===== src/rtl/assert_macros.svh =====
// Assertion macros shared by the RTL of the NAL start-code converter.
// No dependencies; included by files that carry concurrent checks.
`ifndef ASSERT_MACROS_SVH
`define ASSERT_MACROS_SVH

// Same-cycle implication, disabled while reset is asserted.
`define ASSERT_IMP(lbl, clk, rst_n, a, b, msg) \
  lbl: assert property (@(posedge clk) disable iff (!(rst_n)) (a) |-> (b)) else $error(msg);

// Next-cycle implication, disabled while reset is asserted.
`define ASSERT_NXT(lbl, clk, rst_n, a, b, msg) \
  lbl: assert property (@(posedge clk) disable iff (!(rst_n)) (a) |=> (b)) else $error(msg);

`endif


===== src/rtl/lpna_pkg.sv =====
// Shared types and constants for the length-prefixed NAL to Annex B converter.
// No dependencies; imported by every module of the block.
`default_nettype none

package lpna_pkg;

  localparam int COUNT_W    = 24;              // payload byte counter width, 16..32
  localparam int FIFO_AW    = 2;
  localparam int FIFO_DEPTH = 2 ** FIFO_AW;
  localparam int FIFO_CW    = $clog2(FIFO_DEPTH + 1);

  localparam logic [2:0] LFB_RESET = 3'd4;
  localparam logic [2:0] LFB_MIN   = 3'd1;
  localparam logic [2:0] LFB_MAX   = 3'd4;

  localparam logic [7:0] SC_ZERO = 8'h00;
  localparam logic [7:0] SC_ONE  = 8'h01;
  localparam logic [1:0] SC_LAST_IDX = 2'd3;

  typedef enum logic [1:0] {
    PH_LEN,
    PH_COPY,
    PH_SKIP
  } phase_t;

  typedef enum logic [1:0] {
    CMD_BYTE,
    CMD_START,
    CMD_REPORT
  } cmd_kind_t;

  typedef struct packed {
    cmd_kind_t  kind;
    logic [7:0] data;
    logic       fin;
  } cmd_t;

endpackage

`default_nettype wire


===== src/rtl/lpna_front.sv =====
// Front end: parses length prefixes, tracks payload, emits one command per payload byte and per length field.
// Depends on lpna_pkg.
`default_nettype none

module lpna_front (
  input  wire logic            clk,
  input  wire logic            rst_n,
  input  wire logic            cfg_wr_en,
  input  wire logic [2:0]      cfg_wr_data,
  input  wire logic            accept,
  input  wire logic [7:0]      data_byte,
  input  wire logic [23:0]     bytes_after,
  input  wire logic            block_corrupted,
  output logic                 push,
  output lpna_pkg::cmd_t       push_cmd
);
  import lpna_pkg::*;

  logic [2:0]         lfb_r;
  phase_t             phase_r, phase_nxt;
  logic [31:0]        acc_r, acc_nxt;
  logic [2:0]         seen_r, seen_nxt;
  logic [COUNT_W-1:0] left_r, left_nxt;

  logic [2:0]         lsize;
  logic [COUNT_W-1:0] after_cnt;
  logic               block_end;
  logic [31:0]        acc_shift;
  logic [2:0]         seen_inc;
  logic               len_done;
  logic               size_bad;
  logic [COUNT_W-1:0] left_dec;
  logic               copy_fin;

  // Out-of-range register values clamp into 1..4.
  always_comb begin
    if (lfb_r < LFB_MIN) begin
      lsize = LFB_MIN;
    end else if (lfb_r > LFB_MAX) begin
      lsize = LFB_MAX;
    end else begin
      lsize = lfb_r;
    end
  end

  assign after_cnt = COUNT_W'(bytes_after);
  assign block_end = (after_cnt == '0);
  assign acc_shift = {acc_r[23:0], data_byte};
  assign seen_inc  = seen_r + 3'd1;
  assign len_done  = (seen_inc >= lsize);
  assign size_bad  = (acc_shift == 32'd0) || ((lsize == LFB_MAX) && acc_shift[31]) ||
                     (acc_shift > 32'(after_cnt));
  assign left_dec  = left_r - COUNT_W'(1);
  assign copy_fin  = (left_dec == '0) || block_end;

  // Next phase
  always_comb begin
    phase_nxt = phase_r;
    if (accept) begin
      if (block_end) begin
        phase_nxt = PH_LEN;
      end else if (block_corrupted) begin
        phase_nxt = PH_SKIP;
      end else begin
        unique case (phase_r)
          PH_LEN: begin
            if (len_done) begin
              phase_nxt = size_bad ? PH_SKIP : PH_COPY;
            end
          end
          PH_COPY: begin
            if (copy_fin) begin
              phase_nxt = PH_LEN;
            end
          end
          PH_SKIP: phase_nxt = PH_SKIP;
          default: phase_nxt = PH_LEN;
        endcase
      end
    end
  end

  // Datapath and command output
  always_comb begin
    acc_nxt       = acc_r;
    seen_nxt      = seen_r;
    left_nxt      = left_r;
    push          = 1'b0;
    push_cmd.kind = CMD_BYTE;
    push_cmd.data = data_byte;
    push_cmd.fin  = 1'b0;
    if (accept && !block_corrupted) begin
      unique case (phase_r)
        PH_LEN: begin
          if (len_done) begin
            acc_nxt  = 32'd0;
            seen_nxt = 3'd0;
            push     = 1'b1;
            if (size_bad) begin
              push_cmd.kind = CMD_REPORT;
            end else begin
              push_cmd.kind = CMD_START;
              left_nxt      = COUNT_W'(acc_shift);
            end
          end else begin
            acc_nxt  = acc_shift;
            seen_nxt = seen_inc;
          end
        end
        PH_COPY: begin
          push          = 1'b1;
          push_cmd.kind = CMD_BYTE;
          push_cmd.fin  = copy_fin;
          left_nxt      = copy_fin ? '0 : left_dec;
        end
        PH_SKIP: ;
        default: ;
      endcase
    end
    // Clear all counters at block end.
    if (accept && block_end) begin
      acc_nxt  = 32'd0;
      seen_nxt = 3'd0;
      left_nxt = '0;
    end
  end

  always_ff @(posedge clk) begin
    if (!rst_n) begin
      lfb_r   <= LFB_RESET;
      phase_r <= PH_LEN;
      acc_r   <= 32'd0;
      seen_r  <= 3'd0;
      left_r  <= '0;
    end else begin
      if (cfg_wr_en) begin
        lfb_r <= cfg_wr_data;
      end
      phase_r <= phase_nxt;
      acc_r   <= acc_nxt;
      seen_r  <= seen_nxt;
      left_r  <= left_nxt;
    end
  end

endmodule

`default_nettype wire


===== src/rtl/lpna_cmd_fifo.sv =====
// Short command queue between the parsing front end and the output back end.
// Depends on lpna_pkg.
`default_nettype none

module lpna_cmd_fifo (
  input  wire logic            clk,
  input  wire logic            rst_n,
  input  wire logic            push,
  input  wire lpna_pkg::cmd_t  push_cmd,
  input  wire logic            pop,
  output lpna_pkg::cmd_t       head,
  output logic                 empty,
  output logic                 full
);
  import lpna_pkg::*;

  cmd_t               mem_r [FIFO_DEPTH];
  logic [FIFO_AW-1:0] wr_ptr_r, wr_ptr_nxt;
  logic [FIFO_AW-1:0] rd_ptr_r, rd_ptr_nxt;
  logic [FIFO_CW-1:0] count_r, count_nxt;
  logic               do_push, do_pop;

  assign empty   = (count_r == '0);
  assign full    = (count_r == FIFO_CW'(FIFO_DEPTH));
  assign do_push = push && !full;
  assign do_pop  = pop && !empty;
  assign head    = mem_r[rd_ptr_r];

  always_comb begin
    wr_ptr_nxt = do_push ? wr_ptr_r + FIFO_AW'(1) : wr_ptr_r;
    rd_ptr_nxt = do_pop  ? rd_ptr_r + FIFO_AW'(1) : rd_ptr_r;
    count_nxt  = count_r;
    if (do_push && !do_pop) begin
      count_nxt = count_r + FIFO_CW'(1);
    end else if (do_pop && !do_push) begin
      count_nxt = count_r - FIFO_CW'(1);
    end
  end

  always_ff @(posedge clk) begin
    if (do_push) begin
      mem_r[wr_ptr_r] <= push_cmd;
    end
  end

  always_ff @(posedge clk) begin
    if (!rst_n) begin
      wr_ptr_r <= '0;
      rd_ptr_r <= '0;
      count_r  <= '0;
    end else begin
      wr_ptr_r <= wr_ptr_nxt;
      rd_ptr_r <= rd_ptr_nxt;
      count_r  <= count_nxt;
    end
  end

endmodule

`default_nettype wire


===== src/rtl/lpna_back.sv =====
// Back end: expands queued commands into result bytes in a registered output stage.
// Depends on lpna_pkg.
`default_nettype none

module lpna_back (
  input  wire logic            clk,
  input  wire logic            rst_n,
  input  wire lpna_pkg::cmd_t  head,
  input  wire logic            empty,
  output logic                 pop,
  output logic                 out_valid,
  input  wire logic            out_ready,
  output logic [7:0]           out_out_byte,
  output logic                 out_nal_begin,
  output logic                 out_nal_finish,
  output logic                 out_status,
  output logic                 out_run_last
);
  import lpna_pkg::*;

  logic       valid_r, valid_nxt;
  logic [1:0] sub_r, sub_nxt;
  logic [7:0] byte_r;
  logic       begin_r, finish_r, status_r, last_r;
  logic       load;
  logic       last_sub;
  logic [7:0] byte_nxt;
  logic       begin_nxt, finish_nxt, status_nxt, last_nxt;

  assign load     = !empty && (!valid_r || out_ready);
  assign last_sub = (head.kind != CMD_START) || (sub_r == SC_LAST_IDX);
  assign pop      = load && last_sub;

  always_comb begin
    byte_nxt   = head.data;
    begin_nxt  = 1'b0;
    finish_nxt = 1'b0;
    status_nxt = 1'b0;
    last_nxt   = 1'b1;
    unique case (head.kind)
      CMD_BYTE: begin
        finish_nxt = head.fin;
      end
      CMD_START: begin
        byte_nxt  = (sub_r == SC_LAST_IDX) ? SC_ONE : SC_ZERO;
        begin_nxt = (sub_r == 2'd0);
        last_nxt  = (sub_r == SC_LAST_IDX);
      end
      CMD_REPORT: begin
        byte_nxt   = SC_ZERO;
        status_nxt = 1'b1;
      end
      default: ;
    endcase
  end

  always_comb begin
    sub_nxt   = sub_r;
    valid_nxt = valid_r;
    if (load) begin
      valid_nxt = 1'b1;
      sub_nxt   = last_sub ? 2'd0 : sub_r + 2'd1;
    end else if (out_ready) begin
      valid_nxt = 1'b0;
    end
  end

  always_ff @(posedge clk) begin
    if (load) begin
      byte_r   <= byte_nxt;
      begin_r  <= begin_nxt;
      finish_r <= finish_nxt;
      status_r <= status_nxt;
      last_r   <= last_nxt;
    end
  end

  always_ff @(posedge clk) begin
    if (!rst_n) begin
      valid_r <= 1'b0;
      sub_r   <= 2'd0;
    end else begin
      valid_r <= valid_nxt;
      sub_r   <= sub_nxt;
    end
  end

  assign out_valid      = valid_r;
  assign out_out_byte   = byte_r;
  assign out_nal_begin  = begin_r;
  assign out_nal_finish = finish_r;
  assign out_status     = status_r;
  assign out_run_last   = last_r;

endmodule

`default_nettype wire


===== src/rtl/length_prefixed_nal_to_annexb_unit.sv =====
// Length-prefixed NAL to Annex B converter, top level.
// Throughput: one input byte per cycle while the command queue is not full; a
// start code expands into four output bytes, which the four-entry command queue
// absorbs until it fills.
// Reset (rst_n, synchronous, active low) clears queue, output stage and parser
// state, and sets the length field size to 4 bytes.
`default_nettype none
`include "assert_macros.svh"

module length_prefixed_nal_to_annexb_unit (
  input  wire logic        clk,
  input  wire logic        rst_n,
  input  wire logic        cfg_wr_en,
  input  wire logic [2:0]  cfg_wr_data,
  input  wire logic        in_valid,
  output logic             in_ready,
  input  wire logic [7:0]  in_data_byte,
  input  wire logic [23:0] in_bytes_after,
  input  wire logic        in_block_corrupted,
  output logic             out_valid,
  input  wire logic        out_ready,
  output logic [7:0]       out_out_byte,
  output logic             out_nal_begin,
  output logic             out_nal_finish,
  output logic             out_status,
  output logic             out_run_last
);
  import lpna_pkg::*;

  logic in_accept;
  logic fifo_push, fifo_pop, fifo_empty, fifo_full;
  cmd_t push_cmd, head_cmd;
  logic report_seen, report_ok;
  logic begin_seen, begin_ok, begin_fire;
  logic sc_mid_ok;

  assign in_ready  = !fifo_full;
  assign in_accept = in_valid && in_ready;

  lpna_front u_front (
    .clk             (clk),
    .rst_n           (rst_n),
    .cfg_wr_en       (cfg_wr_en),
    .cfg_wr_data     (cfg_wr_data),
    .accept          (in_accept),
    .data_byte       (in_data_byte),
    .bytes_after     (in_bytes_after),
    .block_corrupted (in_block_corrupted),
    .push            (fifo_push),
    .push_cmd        (push_cmd)
  );

  lpna_cmd_fifo u_fifo (
    .clk      (clk),
    .rst_n    (rst_n),
    .push     (fifo_push),
    .push_cmd (push_cmd),
    .pop      (fifo_pop),
    .head     (head_cmd),
    .empty    (fifo_empty),
    .full     (fifo_full)
  );

  lpna_back u_back (
    .clk            (clk),
    .rst_n          (rst_n),
    .head           (head_cmd),
    .empty          (fifo_empty),
    .pop            (fifo_pop),
    .out_valid      (out_valid),
    .out_ready      (out_ready),
    .out_out_byte   (out_out_byte),
    .out_nal_begin  (out_nal_begin),
    .out_nal_finish (out_nal_finish),
    .out_status     (out_status),
    .out_run_last   (out_run_last)
  );

  assign report_seen = out_valid && out_status;
  assign report_ok   = out_run_last && (out_out_byte == SC_ZERO) &&
                       !out_nal_begin && !out_nal_finish;
  assign begin_seen  = out_valid && out_nal_begin;
  assign begin_ok    = !out_run_last && (out_out_byte == SC_ZERO);
  assign begin_fire  = out_valid && out_ready && out_nal_begin;
  assign sc_mid_ok   = out_valid && (out_out_byte == SC_ZERO) && !out_run_last &&
                       !out_nal_begin;

  `ASSERT_IMP(a_no_overflow, clk, rst_n, fifo_push, !fifo_full, "command pushed into full queue")
  `ASSERT_IMP(a_report_shape, clk, rst_n, report_seen, report_ok, "malformed size report")
  `ASSERT_IMP(a_begin_not_last, clk, rst_n, begin_seen, begin_ok, "start code head marked last")
  `ASSERT_NXT(a_start_follows, clk, rst_n, begin_fire, sc_mid_ok, "start code interrupted")

endmodule

`default_nettype wire

===== config.mk =====
export PLATFORM = sky130hd
export DESIGN_NAME = length_prefixed_nal_to_annexb_unit
export DESIGN_NICKNAME = d
export VERILOG_FILES = /design/src/rtl/lpna_pkg.sv /design/src/rtl/lpna_front.sv /design/src/rtl/lpna_cmd_fifo.sv /design/src/rtl/lpna_back.sv /design/src/rtl/length_prefixed_nal_to_annexb_unit.sv
export VERILOG_INCLUDE_DIRS = /design/src /design/src/rtl
export SDC_FILE = /design/constraint.sdc
export NUM_CORES = 1
export LEC_CHECK = 0
export ABC_AREA = 1
export BUFFER_PORTS_ARGS = -buffer_cell sky130_fd_sc_hd__buf_2
export CORE_MARGIN = 5
export CORE_UTILIZATION = 29
export CTS_CLUSTER_DIAMETER = 100
export DETAILED_ROUTE_END_ITERATION = 12
export HOLD_SLACK_MARGIN = 0.03
export PLACE_DENSITY_LB_ADDON = 0.05
export SYNTH_ARGS = -nofsm -noshare
export SYNTH_HDL_FRONTEND = slang
export SYNTH_SLANG_ARGS = --single-unit

===== constraint.sdc =====
create_clock -name clk -period 2.7 [get_ports clk]
set_clock_uncertainty 0.15 [all_clocks]
set_input_delay 0.27 -clock clk [delete_from_list [all_inputs] [get_ports clk]]
set_output_delay 0.27 -clock clk [all_outputs]
set_load 0.05 [all_outputs]

==> flow_summary.json, run 1 <==
{
  "outcome": "finished clean",
  "postRouteAntennaNets": 0,
  "avgSynthCellArea_um2": 8.044,
  "path_cells": "ha_1, xor2_1, ha_1, nand3_1, nand3_2, nor2_2, nor2_2, ha_1, inv_2, fa_2, a21oi_2, o21ai_1, o21ai_1, a21oi_1",
  "htreeDepth": 4,
  "cellPowerDensity_nw_per_um2": 875.6,
  "yosys_register_bits": 124,
  "nFillCells": 2391,
  "p_leak_nw": 3.736,
  "antenna_found_initial": 0,
  "syn2layout_area_growth_pct": 25.74,
  "ctsRootBufferMaster": "clkbuf_16",
  "rsz0062_at_grt": "true",
  "maxCapViolations": 0,
  "die_y_um": 162.7,
  "peakVddDrop_mv": 0.3755,
  "cp-end-kind": "register",
  "min_path_type": "primary input to register",
  "topRoutingLayerUsed": "met4",
  "dr.pass1.iters": 4,
  "finalWirelength_mm": 20.39,
  "num_antenna_cells": 0,
  "multi_input_area_um2": 3272,
  "crit_path_max_fanout": 3,
  "synth-edff-count": 56,
  "hold_ws_ns": 0.09257,
  "cp_slowest_cell": "fa_2",
  "drc": 0,
  "critPathRequiredTime_ns": 2.85,
  "slowest_delay_ns": 0.38,
  "io_pins": 55,
  "row_count": 55,
  "ys_types": 43,
  "cts_sinks": 124,
  "grt_pass1_wl_mm": 31.61,
  "syn_inst": 841,
  "nNetsFinal": 1031,
  "drv_slew": 0,
  "grt_pass1_vias": 5726,
  "grt-ovfl-total": 0,
  "io_buffers": 54,
  "async_flop_share_pct": 0,
  "via_per_inst": 4.643,
  "grt_max_degree": 28,
  "wl_met2_mm": 9.849,
  "drive_gt1_share_pct": 20.58,
  "core_area_um2": 22780,
  "wl_per_cell_um": 15.99,
  "yosys_warnings": 0,
  "crit_path_start_kind": "register",
  "syn_nets": 923,
  "grt_usage_pct": 15.48,
  "place_hpwl_mm": 15.08,
  "worstMarginPinSlew_ns": 0.7042,
  "arrival_ns": 2.79,
  "path_buf_inv": 1,
  "die_area_um2": 26480,
  "ys_seq_area_share_pct": 44.98,
  "period_share_pct": 97.93,
  "vias": 5920,
  "dp_slack_ns": -0.02756,
  "cpMostUsedCell": "ha_1",
  "cp_top_family": "adder cells",
  "start_util_pct": 29.70,
  "post-route-min-period_ns": 2.644,
  "synth_top_flop_cell": "dfxtp_1",
  "synthesis.area_um2": 6765,
  "max_freq_mhz": 378.2,
  "place_congestion": 0.8595,
  "clkLatencyLatePin_ns": 0.42,
  "cts_setup_buffers": 0,
  "clk_pin_slew_ns": 0.06,
  "finalHoldViolations": 0,
  "finalWorstSetupSlack_ns": 0.05580,
  "cts_inserted_buffers": 17,
  "die_w_um": 162.7,
  "wl_met1_mm": 9.292,
  "drtIter0Drc": 252,
  "wl_met3_um": 885,
  "relSlewSlack_pct": 53.00,
  "critPathKind": "register to register",
  "setup_viol": 0,
  "cts_tree": "built",
  "cts.path.max_buffers": 2,
  "final-seq-area_um2": 3045
}
repair_timing:
item	CTS	global route
hold buffers	10	0
gates resized for setup	3	12
pin swaps	1	4
hold endpoints to repair	6	0
endpoints found under the setup margin	1	19
final timing paths:
| path | start | endpoint | slack (ns) | cells after the start |
|---|---|---|---|---|
| min | in_data_byte[0] | u_fifo.mem_r[0][1] | 0.09 | 1 |
| max | u_front.seen_r[0] | u_fifo.count_r[2] | 0.06 | 14 |
| max reg2reg | u_front.seen_r[0] | u_fifo.count_r[2] | 0.06 | 14 |
| min reg2reg | u_fifo.rd_ptr_r[0] | register | 0.34 | 2 |
cells in the final DEF, fill, tap and decap left out, drive strengths merged, types with 2 or more instances in the layout:
cell type    netlist  layout
a211oi             2       2
a21boi             2       2
a21oi             67      67
a22oi             26      26
a31oi              4       4
a32oi              2       2
buf                8     103
bufinv             0       2
clkbuf            16      17
clkinv             1       3
dfxtp             68      68
dlygate4sd3        0      10
edfxtp            56      56
ha                40      40
inv               98     108
nand2            153     153
nand3             30      30
nand4             12      12
nor2             160     160
nor3               6       6
nor4               7       7
o21ai             69      69
xor2               6       6
cell type report:
type	count	share of cell area (%)
multi-input cells	594	38.46
well taps	313	4.604
inverters	99	4.368
clock inverters	15	2.059
clock buffers	17	5.001
flip-flops and latches	124	35.80
repair buffers	113	9.707
flip-flops by register name, indices dropped and copies added, names as in the netlist, named ones only:
name,count
u_fifo.mem_r,44
u_front.acc_r,24
u_front.left_r,24
u_back.out_out_byte,8
u_fifo.count_r,3
u_front.lfb_r,3
u_front.seen_r,3
u_back.sub_r,2
u_fifo.rd_ptr_r,2
u_fifo.wr_ptr_r,2
u_front.phase_r,2
u_back.out_nal_begin,1
u_back.out_nal_finish,1
u_back.out_run_last,1
u_back.out_status,1
u_back.out_valid,1
synth_stat cells (3+ instances only):
cell	number	share of area [%]
nor2_1	146	8.1
nand3_1	27	2.0
edfxtp_1	56	25
clkbuf_1	15	0.83
inv_1	95	5.3
nor2_4	3	0.50
nor4_1	7	0.65
o21ai_2	8	1.0
buf_2	4	0.30
nand3_2	3	0.44
a22oi_1	26	2.9
o21ai_0	59	4.4
xor2_1	6	0.78
inv_2	3	0.17
a31oi_1	4	0.37
dfxtp_1	68	20
nor2_2	10	0.92
nand4_1	12	1.1
nor3_1	4	0.30
nand2_2	9	0.83
a21oi_1	57	4.2
nand2_1	143	7.9
ha_1	40	7.4
a21oi_2	10	1.3
routing by layer:
layer	global-route usage, %	vias to the layer above
met5	0	-
met2	25.68	101
li1	-	3030
met3	3.164	24
met4	5.376	0
met1	20.09	2765
cells by family (layout without fill, tap and decap cells):
kind of cell / after synthesis / count (layout) / share of synthesized area (%)
XOR/XNOR: 6 / 6 / 0.7768
flip-flops: 124 / 124 / 44.98
AND/OR/NAND/NOR: 371 / 371 / 23.84
adder cells (fa/ha/maj): 41 / 41 / 7.694
AO/OA/AOI/OAI: 176 / 176 / 15.44
buffers and inverters: 123 / 244 / 7.268
through the flow:
step	cell area (um^2)	instances	setup TNS (ns)	total power, W	utilization (%)
4_1_cts	8469	1275	0	0.007532	37.18
2_1_floorplan	6774	841	-0.1189	0.004305	-
6_report	8507	1275	0	0.007449	37.35
3_5_place_dp	7769	1233	-0.02756	0.005089	34.11
3_3_place_gp	7769	1233	0	0.005069	34.11
5_1_grt	8507	1275	-0.1371	0.007949	37.35
report_power, final:
group / switching [W] / total (W) / internal (W)
clock: 0.000982 / 0.00238 / 0.00140
sequential: 0.000135 / 0.00239 / 0.00226
combinational: 0.00181 / 0.00268 / 0.000869
No activity file was read; power rests on OpenSTA's default activity.
==> inputs of run 2 (changes only) <==
--- a/config.mk
+++ b/config.mk
@@ -6,8 +6,9 @@
 export SDC_FILE = /design/constraint.sdc
 export NUM_CORES = 1
 export LEC_CHECK = 0
-export ABC_AREA = 1
+export ABC_AREA = 0
 export BUFFER_PORTS_ARGS = -buffer_cell sky130_fd_sc_hd__buf_2
+export CORE_ASPECT_RATIO = 1.4
 export CORE_MARGIN = 5
 export CORE_UTILIZATION = 29
 export CTS_CLUSTER_DIAMETER = 100
==> run 2 against run 1 <==
  * Largest power group is now the clock network
  * Flip-flop and latch count stayed put
  * The run now ends with negative setup slack left
  * Clock power decreased by 2%
  * Hold slack got worse by 0.0031 ns
  * Die area shrank 0.74%
  * Cell count shrank 9.2%
==> flow_summary.json, run 2 <==
{
  "outcome": "finished with violations",
  "violations": "negative setup slack",
  "worstSetupPathDepth": 12,
  "tns_ns": -0.1493,
  "clk_pin_slew_ns": 0.07,
  "final_common_cell": "buf_4",
  "critPathKind": "register to register",
  "maxCapViolations": 0,
  "cp-end-kind": "register",
  "setup_viol": 5,
  "drive_gt1_share_pct": 35.01,
  "vias": 6120,
  "row_count": 65,
  "worstReg2RegStart": "u_front.left_r[1]",
  "grt_max_degree": 41,
  "dp_cells": 1096,
  "yosys_warnings": 0,
  "nFillCells": 2230,
  "design_area_um2": 9335,
  "regMostFlops": "u_fifo.mem_r",
  "grt_pass1_wl_mm": 36.40,
  "synth_top_flop_cell": "dfxtp_1",
  "post-route-min-period_ns": 2.756,
  "via_per_inst": 5.285,
  "num_antenna_cells": 0,
  "avgSynthCellArea_um2": 10.11,
  "die_w_um": 138.5,
  "cts.path.max_buffers": 2,
  "largest_registers": "u_fifo.mem_r (44), u_front.acc_r (24), u_front.left_r (24)",
  "reg2reg_to": "u_front.phase_r[0]",
  "async_flop_share_pct": 0,
  "min_from": "in_data_byte[1]",
  "core_area_um2": 22690,
  "htreeDepth": 4,
  "cts_tree": "built",
  "largest_reg_flops": 44,
  "arrival_ns": 2.92,
  "r2r_cells": 12,
  "cts_sinks": 124,
  "drv_slew": 0,
  "ys_types": 73,
  "syn2layout_area_growth_pct": 39.33,
  "die_area_um2": 26290,
  "postRouteAntennaNets": 0,
  "cpMostUsedCell": "buf_4",
  "place_congestion": 0.9270,
  "nNetsFinal": 926,
  "yosysMostFrequentCell": "dfxtp_1",
  "path_buf_inv": 4,
  "critPathRequiredTime_ns": 2.86,
  "grt-ovfl-total": 0,
  "min_path_type": "primary input to register",
  "antenna_found_initial": 0,
  "place_hpwl_mm": 17.24,
  "synthesis.area_um2": 6700,
  "peakVddDrop_mv": 0.4517,
  "worstMarginPinSlew_ns": 0.7862,
  "multi_input_area_um2": 3621,
  "hold_depth": 2,
  "die_y_um": 189.9,
  "clkLatencyLatePin_ns": 0.42,
  "yosys-top-cells-area": "edfxtp_1, dfxtp_1, ha_1, mux4_2, a22oi_1",
  "finalWirelength_mm": 23.15,
  "drtIter0Drc": 339,
  "syn_nets": 745,
  "final_cell_mix": "buf_4, nor2_1, dfxtp_1, edfxtp_1, buf_2",
  "cp_top_family": "simple AND/OR/NAND/NOR gates",
  "yosys_register_bits": 124,
  "io_pins": 55,
  "final-seq-area_um2": 3055,
  "relSlewSlack_pct": 47.40,
  "p_leak_nw": 3.726,
  "synth-edff-count": 56,
  "finalHoldViolations": 0,
  "dpl_cell_area_um2": 8233,
  "ys_seq_area_share_pct": 45.42,
  "cellPowerDensity_nw_per_um2": 710.2,
  "rsz0062_at_grt": "true",
  "wl_per_cell_um": 19.99,
  "start_util_pct": 29.53,
  "io_buffers": 54,
  "finalPower_w": 0.006630,
  "synthTopCellsByCount": "dfxtp_1, nor2_1, edfxtp_1",
  "grt_pass1_vias": 6335,
  "crit_path_max_fanout": 5,
  "netlist.area_leader.share_pct": 25.10,
  "fin_cells": 1158,
  "drc": 0,
  "crit_path_start_kind": "register",
  "slowest_delay_ns": 0.42,
  "path_cells": "inv_2, ha_4, or3b_4, o31ai_4, nor3b_2, and4b_2, a31oi_4, buf_4, buf_6, and2_4, buf_4, o21a_1",
  "ctsRootBufferMaster": "clkbuf_16",
  "dr.pass1.iters": 4,
  "grt_usage_pct": 17.75,
  "syn_inst": 663,
  "synth.largest_area_cell": "edfxtp_1",
  "period_share_pct": 102.1,
  "rrSetupSlack_ns": -0.06,
  "startpoint": "u_front.left_r[1]",
  "cp_slowest_cell": "or3b_4",
  "max_freq_mhz": 362.9,
  "cts_inserted_buffers": 17,
  "whs_endpoint": "u_fifo.mem_r[1][2]",
  "finalWorstSetupSlack_ns": -0.05578
}
run 2: cell count changes in the layout (fill, tap and decap cells not counted), sizes merged, moves of 10 or more:
cell / before / now
nand3: 30 / 13
o211ai: 1 / 13
a21oi: 67 / 30
nand2: 153 / 41
mux4: 0 / 11
inv: 108 / 55
nor2: 160 / 62
buf: 103 / 188
nor4: 7 / 22
nor3: 6 / 18
nand4: 12 / 34
o31ai: 0 / 10
o21ai: 69 / 18
run 2: routing by layer:
metal | track usage (%) | up-vias | part of all wire (%)
li1 | - | 2895 | -
met1 | 19.88 | 2999 | 39
met2 | 32.48 | 172 | 53
met3 | 3.671 | 54 | 4.2
met4 | 7.681 | 0 | 3.8
met5 | 0 | - | 0
run 2: cells by family after synthesis:
kind of cell / Yosys count / synth area share (%)
and+or+nand+nor: 241 / 19.94
muxes: 15 / 4.295
adders and majority gates: 41 / 7.768
xor gates and xnor gates: 7 / 0.9151
DFF: 124 / 45.42
AOI/OAI and AO/OA: 154 / 16.77
buffers and inverters: 81 / 4.892
run 2: worst max-delay path by stage:
stage / end / slack, ns
global placement: u_fifo.mem_r[0][0] / -0.37
detailed placement: u_fifo.mem_r[2][0] / -0.33
global route: u_front.left_r[10] / -0.16
CTS: u_fifo.mem_r[0][0] / -0.01
floorplan: u_fifo.count_r[2] / -0.12
finish: u_front.phase_r[0] / -0.06
run 2: worst reg2reg max path, cell delays in order, from the launching register on:
cell,delay [ns]
dfxtp_2,0.33
inv_2,0.07
ha_4,0.18
or3b_4,0.42
o31ai_4,0.18
nor3b_2,0.20
and4b_2,0.31
a31oi_4,0.12
buf_4,0.15
buf_6,0.10
and2_4,0.15
buf_4,0.12
o21a_1,0.17
run 2: metrics by stage:
step                hold WS (ns)  worst slack [ns]  utilization [%]
finish                   0.08951          -0.05578            41.14
global route             0.09228           -0.1594            41.14
CTS                      0.07375          -0.01404            40.44
detailed placement        0.3218           -0.3313            36.28
global placement          0.3043           -0.3693            36.28
floorplan                 0.2186           -0.1157                -
run 2: power breakdown:
part	internal [W]	switching, W	total (W)	leakage [nW]
combinational	0.000800	0.00123	0.00203	2.36
sequential	0.00218	0.0000909	0.00227	1.08
clock	0.00132	0.00100	0.00233	0.289
total	0.00430	0.00233	0.00663	3.73
run 2: cell type report:
class                           count  share of cell area (%)
Multi-Input combinational cell    458                   38.79
Sequential cell                   124                   32.73
Timing Repair Buffer              197                   16.16
Clock buffer                       17                   4.557
Tap cell                          301                   4.034
Clock inverter                     15                   1.876
Inverter                           46                   1.850
run 2: repair_timing:
action / in CTS / in global routing
endpoints found under the setup margin: 31 / 32
hold buffers: 9 / 0
pin swaps: 14 / 13
gates resized for setup: 31 / 26
hold endpoints to repair: 6 / 0
buffers inserted: 12 / 8
cloned: 0 / 1
